$ cat src/rtl/core/tlsr_pkg.sv
// Shared types, widths and codes for the thick line span rasterizer.
// No dependencies; every other file in rtl/core imports this package.
package tlsr_pkg;

    localparam int COORD_W       = 6;
    localparam int THICK_W       = 4;
    localparam int HALF_W        = 3;
    localparam int ERR_W         = 9;
    localparam int GRID_SIZE_DEF = 64;
    localparam int LIMIT_RESET   = 15;

    // Stream payload widths (tdata padded to whole bytes)
    localparam int S_TDATA_W  = 32;
    localparam int M_TDATA_W  = 24;
    localparam int M_TUSER_W  = 1;
    localparam int CFG_ADDR_W = 1;

    // Configuration register indexes
    typedef enum logic [CFG_ADDR_W-1:0] {
        REG_ROW_LIMIT = 1'b0,
        REG_COL_LIMIT = 1'b1
    } cfg_reg_t;

    // Sequencer states, one-hot
    typedef enum logic [2:0] {
        ST_IDLE  = 3'b001,
        ST_SETUP = 3'b010,
        ST_WALK  = 3'b100
    } state_t;

    // Position and error of the line walk
    typedef struct packed {
        logic                     rows_major;
        logic                     major_dir;
        logic                     minor_dir;
        logic [COORD_W-1:0]       major_pos;
        logic [COORD_W-1:0]       minor_pos;
        logic [COORD_W-1:0]       major_end;
        logic signed [ERR_W-1:0]  err;
    } walk_state_t;

    // One clipped span
    typedef struct packed {
        logic [COORD_W-1:0] row_first;
        logic [COORD_W-1:0] row_last;
        logic [COORD_W-1:0] col_first;
        logic [COORD_W-1:0] col_last;
        logic               span_empty;
    } span_t;

endpackage

$ cat src/rtl/core/thick_line_span_rasterizer_core.sv
// Top level of the thick line span rasterizer: sequencer, output register, config.
// Depends on tlsr_pkg, tlsr_step and tlsr_span.
//
//  channel  | dir | handshake           | payload
//  ---------+-----+---------------------+-------------------------------------------
//  s_*      | in  | s_tvalid / s_tready | line request: endpoints and thickness
//  m_*      | out | m_tvalid / m_tready | one span per major point, tlast on the last
//  cfg_*    | in  | cfg_we              | row_limit / col_limit writes
//
// A request yields N = |major delta| + 1 spans (1..GRID_SIZE): the request is latched,
// the walk is set up, then one span per cycle comes from the step unit while m_tready
// does not stall. s_tready is high only while the sequencer is idle.
// A stall on m_tready holds the walk in place. Reset clears control state and
// sets both limits to 15 (saturated to GRID_SIZE - 1).
module thick_line_span_rasterizer_core #(
    parameter int GRID_SIZE = tlsr_pkg::GRID_SIZE_DEF
) (
    input  logic                               clk,
    input  logic                               rst_n,
    input  logic                               s_tvalid,
    output logic                               s_tready,
    // start_row[5:0], start_col[11:6], end_row[17:12], end_col[23:18],
    // thickness[27:24], zero pad[31:28]
    input  logic [tlsr_pkg::S_TDATA_W-1:0]     s_tdata,
    output logic                               m_tvalid,
    input  logic                               m_tready,
    // row_first[5:0], row_last[11:6], col_first[17:12], col_last[23:18]
    output logic [tlsr_pkg::M_TDATA_W-1:0]     m_tdata,
    // span_empty[0]
    output logic [tlsr_pkg::M_TUSER_W-1:0]     m_tuser,
    output logic                               m_tlast,
    input  logic                               cfg_we,
    input  logic [tlsr_pkg::CFG_ADDR_W-1:0]    cfg_addr,
    input  logic [tlsr_pkg::COORD_W-1:0]       cfg_wdata
);
    import tlsr_pkg::*;

    localparam logic [COORD_W-1:0] COORD_MAX = COORD_W'(GRID_SIZE - 1);
    localparam logic [COORD_W-1:0] LIMIT_RST =
        (LIMIT_RESET > GRID_SIZE - 1) ? COORD_W'(GRID_SIZE - 1) : COORD_W'(LIMIT_RESET);

    function automatic logic [COORD_W-1:0] sat(input logic [COORD_W-1:0] v);
        sat = (v > COORD_MAX) ? COORD_MAX : v;
    endfunction

    state_t                  state_reg, state_next;
    logic [COORD_W-1:0]      row_limit_reg, col_limit_reg;
    logic [COORD_W-1:0]      r0_reg, c0_reg, r1_reg, c1_reg;
    logic [HALF_W-1:0]       half_reg;
    walk_state_t             walk_reg, walk_next, walk_step;
    logic signed [ERR_W-1:0] inc_straight_reg, inc_diag_reg;
    span_t                   span_cur, out_span_reg;
    logic                    out_valid_reg, out_last_reg;

    logic                    in_take;
    logic                    load;
    logic                    at_end;
    logic [COORD_W-1:0]      dr, dc, dmaj, dmin;
    logic                    setup_rows_major;
    logic signed [ERR_W-1:0] two_dmin, dmaj_ext;

    assign s_tready = (state_reg == ST_IDLE);
    assign in_take  = s_tvalid && s_tready;
    assign at_end   = (walk_reg.major_pos == walk_reg.major_end);
    assign load     = (state_reg == ST_WALK) && (!out_valid_reg || m_tready);

    // Configuration writes; unknown indexes are dropped
    always_ff @(posedge clk or negedge rst_n)
    begin
        if (!rst_n)
        begin
            row_limit_reg <= LIMIT_RST;
            col_limit_reg <= LIMIT_RST;
        end
        else if (cfg_we)
        begin
            unique case (cfg_addr)
                REG_ROW_LIMIT: row_limit_reg <= sat(cfg_wdata);
                REG_COL_LIMIT: col_limit_reg <= sat(cfg_wdata);
                default: ;
            endcase
        end
    end

    // Latch the saturated request
    always_ff @(posedge clk)
    begin
        if (in_take)
        begin
            r0_reg   <= sat(s_tdata[COORD_W-1:0]);
            c0_reg   <= sat(s_tdata[2*COORD_W-1:COORD_W]);
            r1_reg   <= sat(s_tdata[3*COORD_W-1:2*COORD_W]);
            c1_reg   <= sat(s_tdata[4*COORD_W-1:3*COORD_W]);
            half_reg <= s_tdata[4*COORD_W+THICK_W-1:4*COORD_W+1];
        end
    end

    // Walk setup: pick the major axis, directions and error increments
    assign dr = (r0_reg > r1_reg) ? r0_reg - r1_reg : r1_reg - r0_reg;
    assign dc = (c0_reg > c1_reg) ? c0_reg - c1_reg : c1_reg - c0_reg;
    assign setup_rows_major = (dc <= dr);
    assign dmaj = setup_rows_major ? dr : dc;
    assign dmin = setup_rows_major ? dc : dr;
    assign two_dmin = $signed({2'b00, dmin, 1'b0});
    assign dmaj_ext = $signed(ERR_W'(dmaj));

    always_comb
    begin
        walk_next = walk_reg;
        if (state_reg == ST_SETUP)
        begin
            walk_next.rows_major = setup_rows_major;
            if (setup_rows_major)
            begin
                walk_next.major_pos = r0_reg;
                walk_next.major_end = r1_reg;
                walk_next.minor_pos = c0_reg;
                walk_next.major_dir = (r1_reg < r0_reg);
                walk_next.minor_dir = (c1_reg < c0_reg);
            end
            else
            begin
                walk_next.major_pos = c0_reg;
                walk_next.major_end = c1_reg;
                walk_next.minor_pos = r0_reg;
                walk_next.major_dir = (c1_reg < c0_reg);
                walk_next.minor_dir = (r1_reg < r0_reg);
            end
            walk_next.err = two_dmin - dmaj_ext;
        end
        else if (load && !at_end)
        begin
            walk_next = walk_step;
        end
    end

    always_ff @(posedge clk)
    begin
        walk_reg <= walk_next;
        if (state_reg == ST_SETUP)
        begin
            inc_straight_reg <= two_dmin;
            inc_diag_reg     <= two_dmin - (dmaj_ext <<< 1);
        end
    end

    tlsr_step u_step (
        .cur          (walk_reg),
        .inc_straight (inc_straight_reg),
        .inc_diag     (inc_diag_reg),
        .nxt          (walk_step)
    );

    tlsr_span u_span (
        .cur        (walk_reg),
        .half_width (half_reg),
        .row_limit  (row_limit_reg),
        .col_limit  (col_limit_reg),
        .span       (span_cur)
    );

    // Sequencer
    always_comb
    begin
        state_next = state_reg;
        unique case (state_reg)
            ST_IDLE:  if (in_take) state_next = ST_SETUP;
            ST_SETUP: state_next = ST_WALK;
            ST_WALK:  if (load && at_end) state_next = ST_IDLE;
            default:  state_next = ST_IDLE;
        endcase
    end

    always_ff @(posedge clk or negedge rst_n)
    begin
        if (!rst_n)
        begin
            state_reg     <= ST_IDLE;
            out_valid_reg <= 1'b0;
        end
        else
        begin
            state_reg <= state_next;
            if (load)
            begin
                out_valid_reg <= 1'b1;
            end
            else if (m_tready)
            begin
                out_valid_reg <= 1'b0;
            end
        end
    end

    // Output register: hold the span until the sink takes it
    always_ff @(posedge clk)
    begin
        if (load)
        begin
            out_span_reg <= span_cur;
            out_last_reg <= at_end;
        end
    end

    assign m_tvalid = out_valid_reg;
    assign m_tdata  = {out_span_reg.col_last, out_span_reg.col_first,
                       out_span_reg.row_last, out_span_reg.row_first};
    assign m_tuser  = out_span_reg.span_empty;
    assign m_tlast  = out_last_reg;

    // The final span sends the sequencer back to idle
    assert property (@(posedge clk) disable iff (!rst_n)
        (load && at_end) |=> (state_reg == ST_IDLE))
        else $error("sequencer did not return to idle after the final span");

    // The Bresenham error term stays within +/-126, twice the largest major delta
    assert property (@(posedge clk) disable iff (!rst_n)
        (state_reg == ST_WALK) |->
        (walk_reg.err >= -ERR_W'(126) && walk_reg.err <= ERR_W'(126)))
        else $error("error term out of range");

    // A non-empty span is ordered on both axes
    assert property (@(posedge clk) disable iff (!rst_n)
        (out_valid_reg && !out_span_reg.span_empty) |->
        (out_span_reg.row_first <= out_span_reg.row_last &&
         out_span_reg.col_first <= out_span_reg.col_last))
        else $error("span bounds out of order");

endmodule

$ cat src/rtl/core/tlsr_step.sv
// Bresenham step unit: one error update, one major advance and a conditional minor advance per use.
// Depends on tlsr_pkg.
module tlsr_step (
    input  tlsr_pkg::walk_state_t                   cur,
    input  logic signed [tlsr_pkg::ERR_W-1:0]       inc_straight,
    input  logic signed [tlsr_pkg::ERR_W-1:0]       inc_diag,
    output tlsr_pkg::walk_state_t                   nxt
);
    import tlsr_pkg::*;

    logic                    err_le0;
    logic signed [ERR_W-1:0] inc_sel;

    // Pick the increment from the sign of the error term
    assign err_le0 = cur.err[ERR_W-1] || (cur.err == '0);
    assign inc_sel = err_le0 ? inc_straight : inc_diag;

    // Advance the walk by one major-axis point
    always_comb
    begin
        nxt           = cur;
        nxt.err       = cur.err + inc_sel;
        nxt.major_pos = cur.major_dir ? cur.major_pos - COORD_W'(1)
                                      : cur.major_pos + COORD_W'(1);
        if (!err_le0)
        begin
            nxt.minor_pos = cur.minor_dir ? cur.minor_pos - COORD_W'(1)
                                          : cur.minor_pos + COORD_W'(1);
        end
    end

endmodule

$ cat src/rtl/core/tlsr_span.sv
// Span builder: widens the current point by the half width and clips it.
// Depends on tlsr_pkg.
module tlsr_span (
    input  tlsr_pkg::walk_state_t               cur,
    input  logic [tlsr_pkg::HALF_W-1:0]         half_width,
    input  logic [tlsr_pkg::COORD_W-1:0]        row_limit,
    input  logic [tlsr_pkg::COORD_W-1:0]        col_limit,
    output tlsr_pkg::span_t                     span
);
    import tlsr_pkg::*;

    localparam int EXT_W = COORD_W + 2;

    logic [COORD_W-1:0]      maj_lim;
    logic [COORD_W-1:0]      min_lim;
    logic signed [EXT_W-1:0] lo;
    logic [EXT_W-1:0]        hi;
    logic                    empty;
    logic [COORD_W-1:0]      first;
    logic [COORD_W-1:0]      last;
    logic [COORD_W-1:0]      maj;

    assign maj_lim = cur.rows_major ? row_limit : col_limit;
    assign min_lim = cur.rows_major ? col_limit : row_limit;

    // Span ends around the minor center
    assign lo = $signed({2'b00, cur.minor_pos}) - $signed(EXT_W'(half_width));
    assign hi = {2'b00, cur.minor_pos} + EXT_W'(half_width);

    assign empty = (cur.major_pos > maj_lim) || (lo > $signed({2'b00, min_lim}));

    // Clip to the configured limits; an empty span reads as all zeros
    always_comb
    begin
        first = '0;
        last  = '0;
        maj   = '0;
        if (!empty)
        begin
            first = lo[EXT_W-1] ? '0 : lo[COORD_W-1:0];
            last  = (hi > {2'b00, min_lim}) ? min_lim : hi[COORD_W-1:0];
            maj   = cur.major_pos;
        end
    end

    always_comb
    begin
        span.span_empty = empty;
        if (cur.rows_major)
        begin
            span.row_first = maj;
            span.row_last  = maj;
            span.col_first = first;
            span.col_last  = last;
        end
        else
        begin
            span.row_first = first;
            span.row_last  = last;
            span.col_first = maj;
            span.col_last  = maj;
        end
    end

endmodule

$ cat config.mk
export PLATFORM = sky130hd
export DESIGN_NAME = thick_line_span_rasterizer_core
export DESIGN_NICKNAME = d
export VERILOG_FILES = /design/src/rtl/core/tlsr_pkg.sv /design/src/rtl/core/thick_line_span_rasterizer_core.sv /design/src/rtl/core/tlsr_step.sv /design/src/rtl/core/tlsr_span.sv
export SDC_FILE = /design/constraint.sdc
export NUM_CORES = 1
export LEC_CHECK = 0
export BUFFER_PORTS_ARGS = -buffer_cell sky130_fd_sc_hd__buf_2
export CAP_MARGIN = 20
export CORE_ASPECT_RATIO = 1.2
export CORE_MARGIN = 8
export CORE_UTILIZATION = 55
export DETAILED_ROUTE_END_ITERATION = 16
export PLACE_DENSITY = 0.88
export SLEW_MARGIN = 10
export SYNTH_ARGS = -nofsm -noshare
export SYNTH_HDL_FRONTEND = slang
export SYNTH_SLANG_ARGS = --single-unit
$ cat constraint.sdc
create_clock -name clk -period 5.6 [get_ports clk]
set_clock_uncertainty 0.15 [all_clocks]
set_input_delay 0.56 -clock clk [delete_from_list [all_inputs] [get_ports clk]]
set_output_delay 0.56 -clock clk [all_outputs]
set_load 0.01 [all_outputs]
== Word level (Yosys, flattened, before mapping) ==
Index checks and enable logic that the tools add are counted.

* Word-level logic and storage cells: 99
* Register bits after elaboration: 114

* Add/sub/neg operators: 13
* Equality and inequality tests: 7
* Bitwise operators: 1
* Reductions and logical operators: 16
* Muxes and demuxes: 25
* Magnitude comparators: 13

{| class="wikitable"
|+ Operators with widths
! cell !! count
|-
| 6-bit two-way mux || 15
|-
| 6-bit greater-than comparator (second input constant) || 5
|-
| 30-bit two-way mux || 1
|-
| 27-bit two-way mux || 1
|-
| 24-bit two-way mux || 1
|-
| 6-bit subtractor || 4
|-
| 20-bit two-way mux || 1
|-
| 6-bit greater-than comparator || 3
|-
| 6-bit by 1-bit adder with 6-bit output (second input constant) || 2
|-
| 6-bit less-than comparator || 2
|-
| 6-bit by 1-bit subtractor with 6-bit output (second input constant) || 2
|-
| 9-bit adder || 1
|-
| 9-bit zero test || 1
|-
| 9-bit two-way mux || 1
|-
| 3-bit one-hot mux with 3 select lines || 1
|-
| 8-bit by 6-bit greater-than comparator with 1-bit output || 1
|-
| 8-bit by 7-bit greater-than comparator with 1-bit output || 1
|-
| 2-bit AND reduction || 4
|-
| 7-bit by 6-bit subtractor with 8-bit output || 1
|-
| 7-bit by 7-bit subtractor with 8-bit output || 1
|-
| 6-bit by 3-bit adder with 7-bit output || 1
|-
| 6-bit by 3-bit subtractor with 7-bit output || 1
|-
| 6-bit == test || 1
|-
| 6-bit less-or-equal comparator || 1
|-
| 12 further kinds || 22
|}

== Longest topological paths before layout ==
Gate-level depths: netlist of run 1.

* Depth in word-level cells: 6
* Depth in mapped cells: 25
* Gate-level depth less buffers: 23

== By module ==
Synthesis of run 1 repeated with hierarchy kept, for this count alone.

* Cell total of the unflattened synthesis: 884
* Area total of the unflattened synthesis: 8493.1 µm²

{| class="wikitable"
|+ By module, submodules not included
! module !! cells an instance !! times used !! area each (µm²)
|-
| thick_line_span_rasterizer_core || 556 || 1 || 6209.7
|-
| tlsr_span || 190 || 1 || 1307.5
|-
| tlsr_step || 138 || 1 || 975.9
|}

== Worst setup path before layout of run 1 ==
Ideal clock, no wire load.

* Kind: register to register
* Start point: register c1_reg[0]
* End point: register walk_reg[4] in the netlist's numbering (data pin)
* Clock period less this slack: 5.277 ns
* Cell stages (with the launch flop): 25
* Path slack: 0.323 ns
* Arrival: 4.822 ns
* Library setup time: 0.305 ns
* Path through: edfxtp_1 > ha_1 > fa_1 > nand2b_1 > a21oi_1 > o21ba_1 > buf_6 > mux2i_1 > xnor2_1 > ha_1 > clkbuf_1 > a21oi_1 > a21boi_1 > o32a_2 > clkbuf_8 > clkbuf_1 > nor2_1 > a21oi_1 > fa_1 > a21o_1 > a41o_2 > a21oi_1 > a31o_2 > xor2_1 > a21oi_1

{| class="wikitable"
|+ RTL lines
! element !! RTL line !! RTL
|-
| from (decl) || thick_line_span_rasterizer_core.sv:48 || <nowiki>logic [COORD_W-1:0] r0_reg, c0_reg, r1_reg, c1_reg;</nowiki>
|-
| from (signal assigned) || thick_line_span_rasterizer_core.sv:93 || <nowiki>c1_reg <= sat(s_tdata[4*COORD_W-1:3*COORD_W]);</nowiki>
|-
| to (signal assigned) || thick_line_span_rasterizer_core.sv:139 || <nowiki>walk_reg <= walk_next;</nowiki>
|-
| to (decl) || thick_line_span_rasterizer_core.sv:50 || <nowiki>walk_state_t walk_reg, walk_next, walk_step;</nowiki>
|}

==> key figures, run 1 <==
Run status
  – Outcome: finished clean

Global routing
  – Gr usage total: 0.186
  – Vias in the first global route: 5799
  – Initial antenna violation count: 0
  – Largest net degree at the start of global routing: 33
  – Total global routing overflow: 0
  – First-pass GRT wire length: 27.7 mm

Placed design
  – Pre-CTS setup slack: 0.0466 ns
  – Routability cong.: 0.939
  – Placed Area: 8360 um2
  – DPL Wire Length: 12.7 mm
  – Port Buffers: 66

Clocking
  – TritonCTS clock tree: yes
  – Num CTS Buffers: 9
  – Sink Count: 112
  – Max H-tree Level: 3
  – Clock buffer depth: 2
  – Worst-skew pair later-pin latency: 0.36 ns
  – Clk root buf: clkbuf_16
  – Clock slew at reported path FFs: 0.07 ns

Drt
  – Drt wl/cell: 17.0 um
  – Vias: 5940
  – First DRT Iteration DRCs: 531
  – DRC Markers: 0
  – Final WL: 17.2 mm
  – Post-route ant nets: 0
  – Drt via density: 5.86
  – DR pass1 iterations: 5

Synthesis
  – XOR/XNOR Fraction of Synth Area: 0.0501
  – Synth Area in Simple Gates: 0.121
  – Mapped Area: 7890 um2
  – Post-synth top flop: edfxtp_1
  – Mapped Nets: 909
  – Synth warn: 0
  – Sequential share of the synthesized area: 0.418
  – Netlist cell types: 67
  – Number of synthesized flops with an enable pin: 96
  – Async S/R FF share, synth: 0.143
  – Fraction of synthesized area in multiplexers: 0.0571
  – Post-Synthesis Cells: 781
  – Compound-Gate Fraction of Synth Area: 0.149
  – Avg Inst Size Synth: 10.1 um2
  – Largest family of logic cells by synthesized area: compound AO/OA/AOI/OAI gates
  – Adder-cell share of the synthesized area: 0.144
  – #FFs+latches synth: 112

STA
  – Max Fclk: 180 MHz
  – Max_slew headroom: 0.394
  – Final setup vio count: 0
  – Final hold violations: 0
  – Final Max Slew Viols: 0
  – Hold slack: 0.221 ns
  – Final WS setup: 0.0574 ns
  – Worst-margin pin slew: 0.909 ns
  – Post-layout min period: 5.54 ns
  – Crit share post-route: 0.990

Worst setup path
  – Worst setup path class: reg -> reg
  – Required time of the critical path: 5.63 ns
  – Worst r2r src: c1_reg[0]$_SDFFCE_PN1P_
  – Launch point of the worst path: c1_reg[0]$_SDFFCE_PN1P_
  – Worst Path Arrival: 5.57 ns
  – CP max FO: 7
  – Worst Setup End Kind: register
  – CP startpoint kind: register

Final layout
  – Fraction of layout cells with a size suffix above 1: 0.200
  – Design area: 8790 um2
  – Max reg flops: 30
  – Register area: 3290 um2
  – Most frequent cells in the layout: 96 x edfxtp_1, 79 x nand2_1, 72 x ha_1
  – Filler cell count: 1123
  – Area Overhead vs Synth: 11.5%
  – # diodes: 0
  – Multi-input logic area: 4210 um2
  – Most common cell after layout, fill and taps aside: edfxtp_1
  – Nets@finish: 961

Die
  – # rows: 48
  – Starting Density: 0.554
  – Die Ht: 147 um
  – Io pins: 72
  – Die area: 18400 um2
  – Die Wd: 125 um
  – Total core area: 14200 um2

Job
  – Max-Cap Viols: 0

Worst hold path
  – Hold Crit Start: s_tdata[21]
  – Hold crit path type: in -> reg
## cells by family after synthesis
group | after synthesis
adder cells (fa/ha/maj) | 85
AO/OA/AOI/OAI | 176
multiplexers | 42
buffers and inverters | 118
flip-flops | 112
XOR/XNOR | 43
AND/OR/NAND/NOR | 205
## area by class of cell
| class | instances | share of cell area |
|---|---|---|
| tap | 175 | 0.0249 |
| timing repair buffer | 93 | 0.0609 |
| sequential | 112 | 0.375 |
| clock buffer | 9 | 0.0256 |
| clock inverter | 7 | 0.00712 |
| inverter | 66 | 0.0282 |
| multi-input combinational | 551 | 0.479 |
## cell usage after synthesis (5+ instances only)
cell type / n / share of area
edfxtp_1: 96 / 0.37
nand2_1: 79 / 0.038
ha_1: 74 / 0.12
inv_1: 66 / 0.031
a21oi_1: 63 / 0.040
clkbuf_1: 46 / 0.022
nor2_1: 45 / 0.021
xnor2_1: 30 / 0.033
mux2_2: 23 / 0.033
mux2i_1: 18 / 0.023
nand3_1: 18 / 0.011
o21ai_0: 18 / 0.011
o21a_1: 15 / 0.014
a21o_1: 14 / 0.013
a31oi_1: 12 / 0.0095
xor2_1: 12 / 0.013
fa_1: 10 / 0.025
dfstp_2: 9 / 0.030
nor3_1: 9 / 0.0057
or3_1: 9 / 0.0071
nor2b_1: 8 / 0.0063
a311oi_1: 7 / 0.0078
dfrtp_1: 7 / 0.022
and2_1: 6 / 0.0048
nand2b_1: 6 / 0.0048
o21bai_1: 6 / 0.0057
a211oi_1: 5 / 0.0048
nand4_1: 5 / 0.0040
o211ai_1: 5 / 0.0048
## critical path: stages, from the launching register on
cell and delay (ns):
edfxtp_1 0.42, ha_1 0.24, fa_1 0.41, nand2b_1 0.19, a21oi_2 0.17, o21ba_4 0.21
o21ba_2 0.20, or2_2 0.33, inv_1 0.10, ha_1 0.28, nand4_1 0.13, a21oi_1 0.07
o32a_2 0.45, mux2_2 0.34, fa_1 0.43, a21o_1 0.25, a41o_2 0.31, a21oi_2 0.18
a311o_1 0.18, a21oi_1 0.08, o31ai_1 0.25
## timing repair
| item | CTS | global route |
|---|---|---|
| endpoints found under the hold margin | 7 | 0 |
| cloned | 0 | 0 |
| setup endpoints to repair | 2 | 5 |
| hold buffers | 1 | 0 |
| pin swaps | 0 | 7 |
| buffers inserted | 0 | 7 |
| gates resized for setup | 1 | 14 |
## metrics by stage
| stage | util | std cells | TNS [ns] |
|---|---|---|---|
| after floorplan | - | 781 | 0 |
| after global placement | 0.587 | 989 | 0 |
| after detailed placement | 0.587 | 989 | 0 |
| after CTS | 0.609 | 1006 | 0 |
| after global routing | 0.618 | 1013 | -0.240 |
| final | 0.618 | 1013 | 0 |
## layer usage
layer / global-route usage / routed length (um) / vias to the layer above
li1: - / - / 2867
met1: 0.209 / 6900 / 2818
met2: 0.333 / 8760 / 213
met3: 0.0348 / 1020 / 42
met4: 0.0927 / 558 / 0
met5: 0 / 0 / -
## worst paths after layout
| check | endpoint | slack [ns] | depth (start not counted) |
|---|---|---|---|
| hold reg to reg | m_tvalid$_DFFE_PN0P_ | 0.35 | 1 |
| hold / removal | c1_reg[3]$_SDFFCE_PN1P_ | 0.22 | 1 |
| min in group asynchronous | m_tvalid$_DFFE_PN0P_ | 0.51 | 2 |
| setup reg to reg | walk_reg[6]$_DFFE_PP_ | 0.06 | 20 |
| max in group asynchronous | state_reg[0]$_DFFE_PN1P_ | 4.48 | 2 |
| setup / recovery | walk_reg[6]$_DFFE_PP_ | 0.06 | 20 |
Power of run 1 is not shown: default switching activity piles up to over one toggle a cycle in this logic, so the estimate is an artifact.
==> inputs of run 2 (changes only) <==
--- a/config.mk
+++ b/config.mk
@@ -7,11 +7,13 @@
 export LEC_CHECK = 0
 export BUFFER_PORTS_ARGS = -buffer_cell sky130_fd_sc_hd__buf_2
 export CAP_MARGIN = 20
-export CORE_ASPECT_RATIO = 1.2
+export CELL_PAD_IN_SITES_DETAIL_PLACEMENT = 1
+export CELL_PAD_IN_SITES_GLOBAL_PLACEMENT = 1
+export CORE_ASPECT_RATIO = 0.7
 export CORE_MARGIN = 8
-export CORE_UTILIZATION = 55
+export CORE_UTILIZATION = 43
 export DETAILED_ROUTE_END_ITERATION = 16
-export PLACE_DENSITY = 0.88
+export PLACE_DENSITY = 0.87
 export SLEW_MARGIN = 10
 export SYNTH_ARGS = -nofsm -noshare
 export SYNTH_HDL_FRONTEND = slang
==> run 2 against run 1 <==
Effect of this change:
- the flow now finishes with violations (setup timing)
- count of clock-buffer cells in the layout up 2
- flip-flop and latch count is the same
- setup slack lost 0.068 ns
- non-clock buffer count increased by 1
- final cell count increased by 5.9%
- design area up 0.74%
- die area increased by 25%
- critical path depth grew 1
- utilization down 13 points
==> key figures, run 2 (same netlist as run 1, synthesis figures left out) <==
Worst setup path
  – Required time of the critical path: 5.64 ns
  – Worst Setup End Kind: register
  – Worst r2r src: r0_reg[0]$_SDFFCE_PN1P_
  – Launch point of the worst path: r0_reg[0]$_SDFFCE_PN1P_
  – CP max FO: 7
  – Worst setup path class: reg -> reg
  – CP startpoint kind: register
  – Worst Path Arrival: 5.65 ns

Global routing
  – First-pass GRT wire length: 35.9 mm
  – Total global routing overflow: 0
  – Initial antenna violation count: 1
  – Vias in the first global route: 6583
  – Gr usage total: 0.199
  – Largest net degree at the start of global routing: 47

Drt
  – Metal1 wirelength: 10.3 mm
  – Routed wl met3: 1.33 mm
  – Final WL: 22.8 mm
  – Met2 wire length: 10.6 mm
  – DR pass1 iterations: 5
  – Drt wl/cell: 21.3 um
  – DRC Markers: 0
  – Vias: 6213
  – Post-route ant nets: 0
  – Drt via density: 5.79
  – First DRT Iteration DRCs: 399
  – DR top layer: met5

STA
  – Final Max Slew Viols: 0
  – Worst-margin pin slew: 1.09 ns
  – Max_slew headroom: 0.274
  – Max Fclk: 178 MHz
  – Crit share post-route: 1.00
  – Post-layout min period: 5.61 ns
  – Hold slack: 0.223 ns
  – Final setup vio count: 2
  – Final hold violations: 0
  – Final WS setup: -0.0104 ns

Final layout
  – Filler cell count: 2003
  – Nets@finish: 962
  – Fraction of layout cells with a size suffix above 1: 0.198
  – # diodes: 0
  – Max reg flops: 30
  – Most frequent cells in the layout: 96 x edfxtp_1, 79 x nand2_1, 71 x ha_1
  – Area Overhead vs Synth: 12.3%
  – Most common cell after layout, fill and taps aside: edfxtp_1
  – Design area: 8860 um2

Placed design
  – Port Buffers: 66
  – Routability cong.: 0.877
  – Placed Area: 8460 um2
  – DPL Wire Length: 16.8 mm

Clocking
  – Clk root buf: clkbuf_16
  – Max H-tree Level: 3
  – TritonCTS clock tree: yes
  – Clock buffer depth: 2
  – Num CTS Buffers: 9
  – Sink Count: 112
  – Clock slew at reported path FFs: 0.07 ns
  – Worst-skew pair later-pin latency: 0.36 ns

Die
  – Die Ht: 129 um
  – # rows: 41
  – Die area: 23000 um2
  – Total core area: 18000 um2
  – Starting Density: 0.438
  – Io pins: 72
  – Die Wd: 178 um

Job
  – Max-Cap Viols: 0

Run status
  – Violated checks: setup timing
  – Outcome: complete, but fails checks

Worst hold path
  – Hold Crit Start: s_tdata[19]
  – Hold crit path type: in -> reg
==> run 2: routing by layer <==
metal  track usage  up-vias
met5             0        -
met4        0.0650        2
met3        0.0363       49
met2         0.326      194
met1         0.264     3104
li1              -     2864
==> run 2: stage by stage <==
step / std cells / util / setup TNS (ns) / setup slack (ns)
after global placement: 1053 / 0.470 / 0 / 0.155
after floorplan: 781 / - / 0 / 0.323
after CTS: 1070 / 0.485 / 0 / 0.0633
after detailed placement: 1053 / 0.470 / -0.0114 / -0.0114
final: 1073 / 0.492 / -0.0128 / -0.0104
after global routing: 1073 / 0.492 / -0.590 / -0.156
==> run 2: worst paths after layout <==
check | endpoint | slack (ns) | cells after the start
max | inc_diag_reg[7]$_DFFE_PP_ | -0.01 | 21
min | c1_reg[1]$_SDFFCE_PN1P_ | 0.22 | 1
max reg2reg | inc_diag_reg[7]$_DFFE_PP_ | -0.01 | 21
min reg2reg | m_tvalid$_DFFE_PN0P_ | 0.42 | 1
max in group asynchronous | row_limit_reg[0]$_DFFE_PN1P_ | 4.51 | 2
min in group asynchronous | row_limit_reg[5]$_DFFE_PN0P_ | 0.49 | 2
==> run 2: final cells by class <==
type / count / area [um2] / area share
timing repair buffer: 94 / 543 / 0.0613
tap: 236 / 295 / 0.0333
clock buffer: 11 / 233 / 0.0263
multi-input combinational: 551 / 4230 / 0.478
clock inverter: 3 / 11.3 / 0.00127
sequential: 112 / 3290 / 0.372
inverter: 66 / 248 / 0.0280
==> run 2: repair_timing <==
action	in CTS	in global routing
pin swaps	1	10
hold buffers	1	0
gates resized for setup	2	21
gates cloned	0	0
setup buffers	2	3
endpoints found under the setup margin	2	5
endpoints found under the hold margin	7	0
==> run 2: critical path, stage by stage (launching register included) <==
cell and delay, ns:
edfxtp_1 0.41, inv_1 0.12, ha_2 0.22, fa_2 0.26, nor2b_4 0.06, o31a_4 0.31
o21ai_4 0.29, mux2i_1 0.15, xnor2_1 0.40, ha_1 0.37, a21oi_1 0.20, a21boi_1 0.14
buf_4 0.16, o32ai_4 0.29, mux2i_2 0.14, buf_4 0.18, or2_2 0.29, ha_1 0.20
o31ai_1 0.36, a31oi_1 0.23, or3_1 0.38, a22oi_1 0.15
Power of run 2 is left out for the same reason.
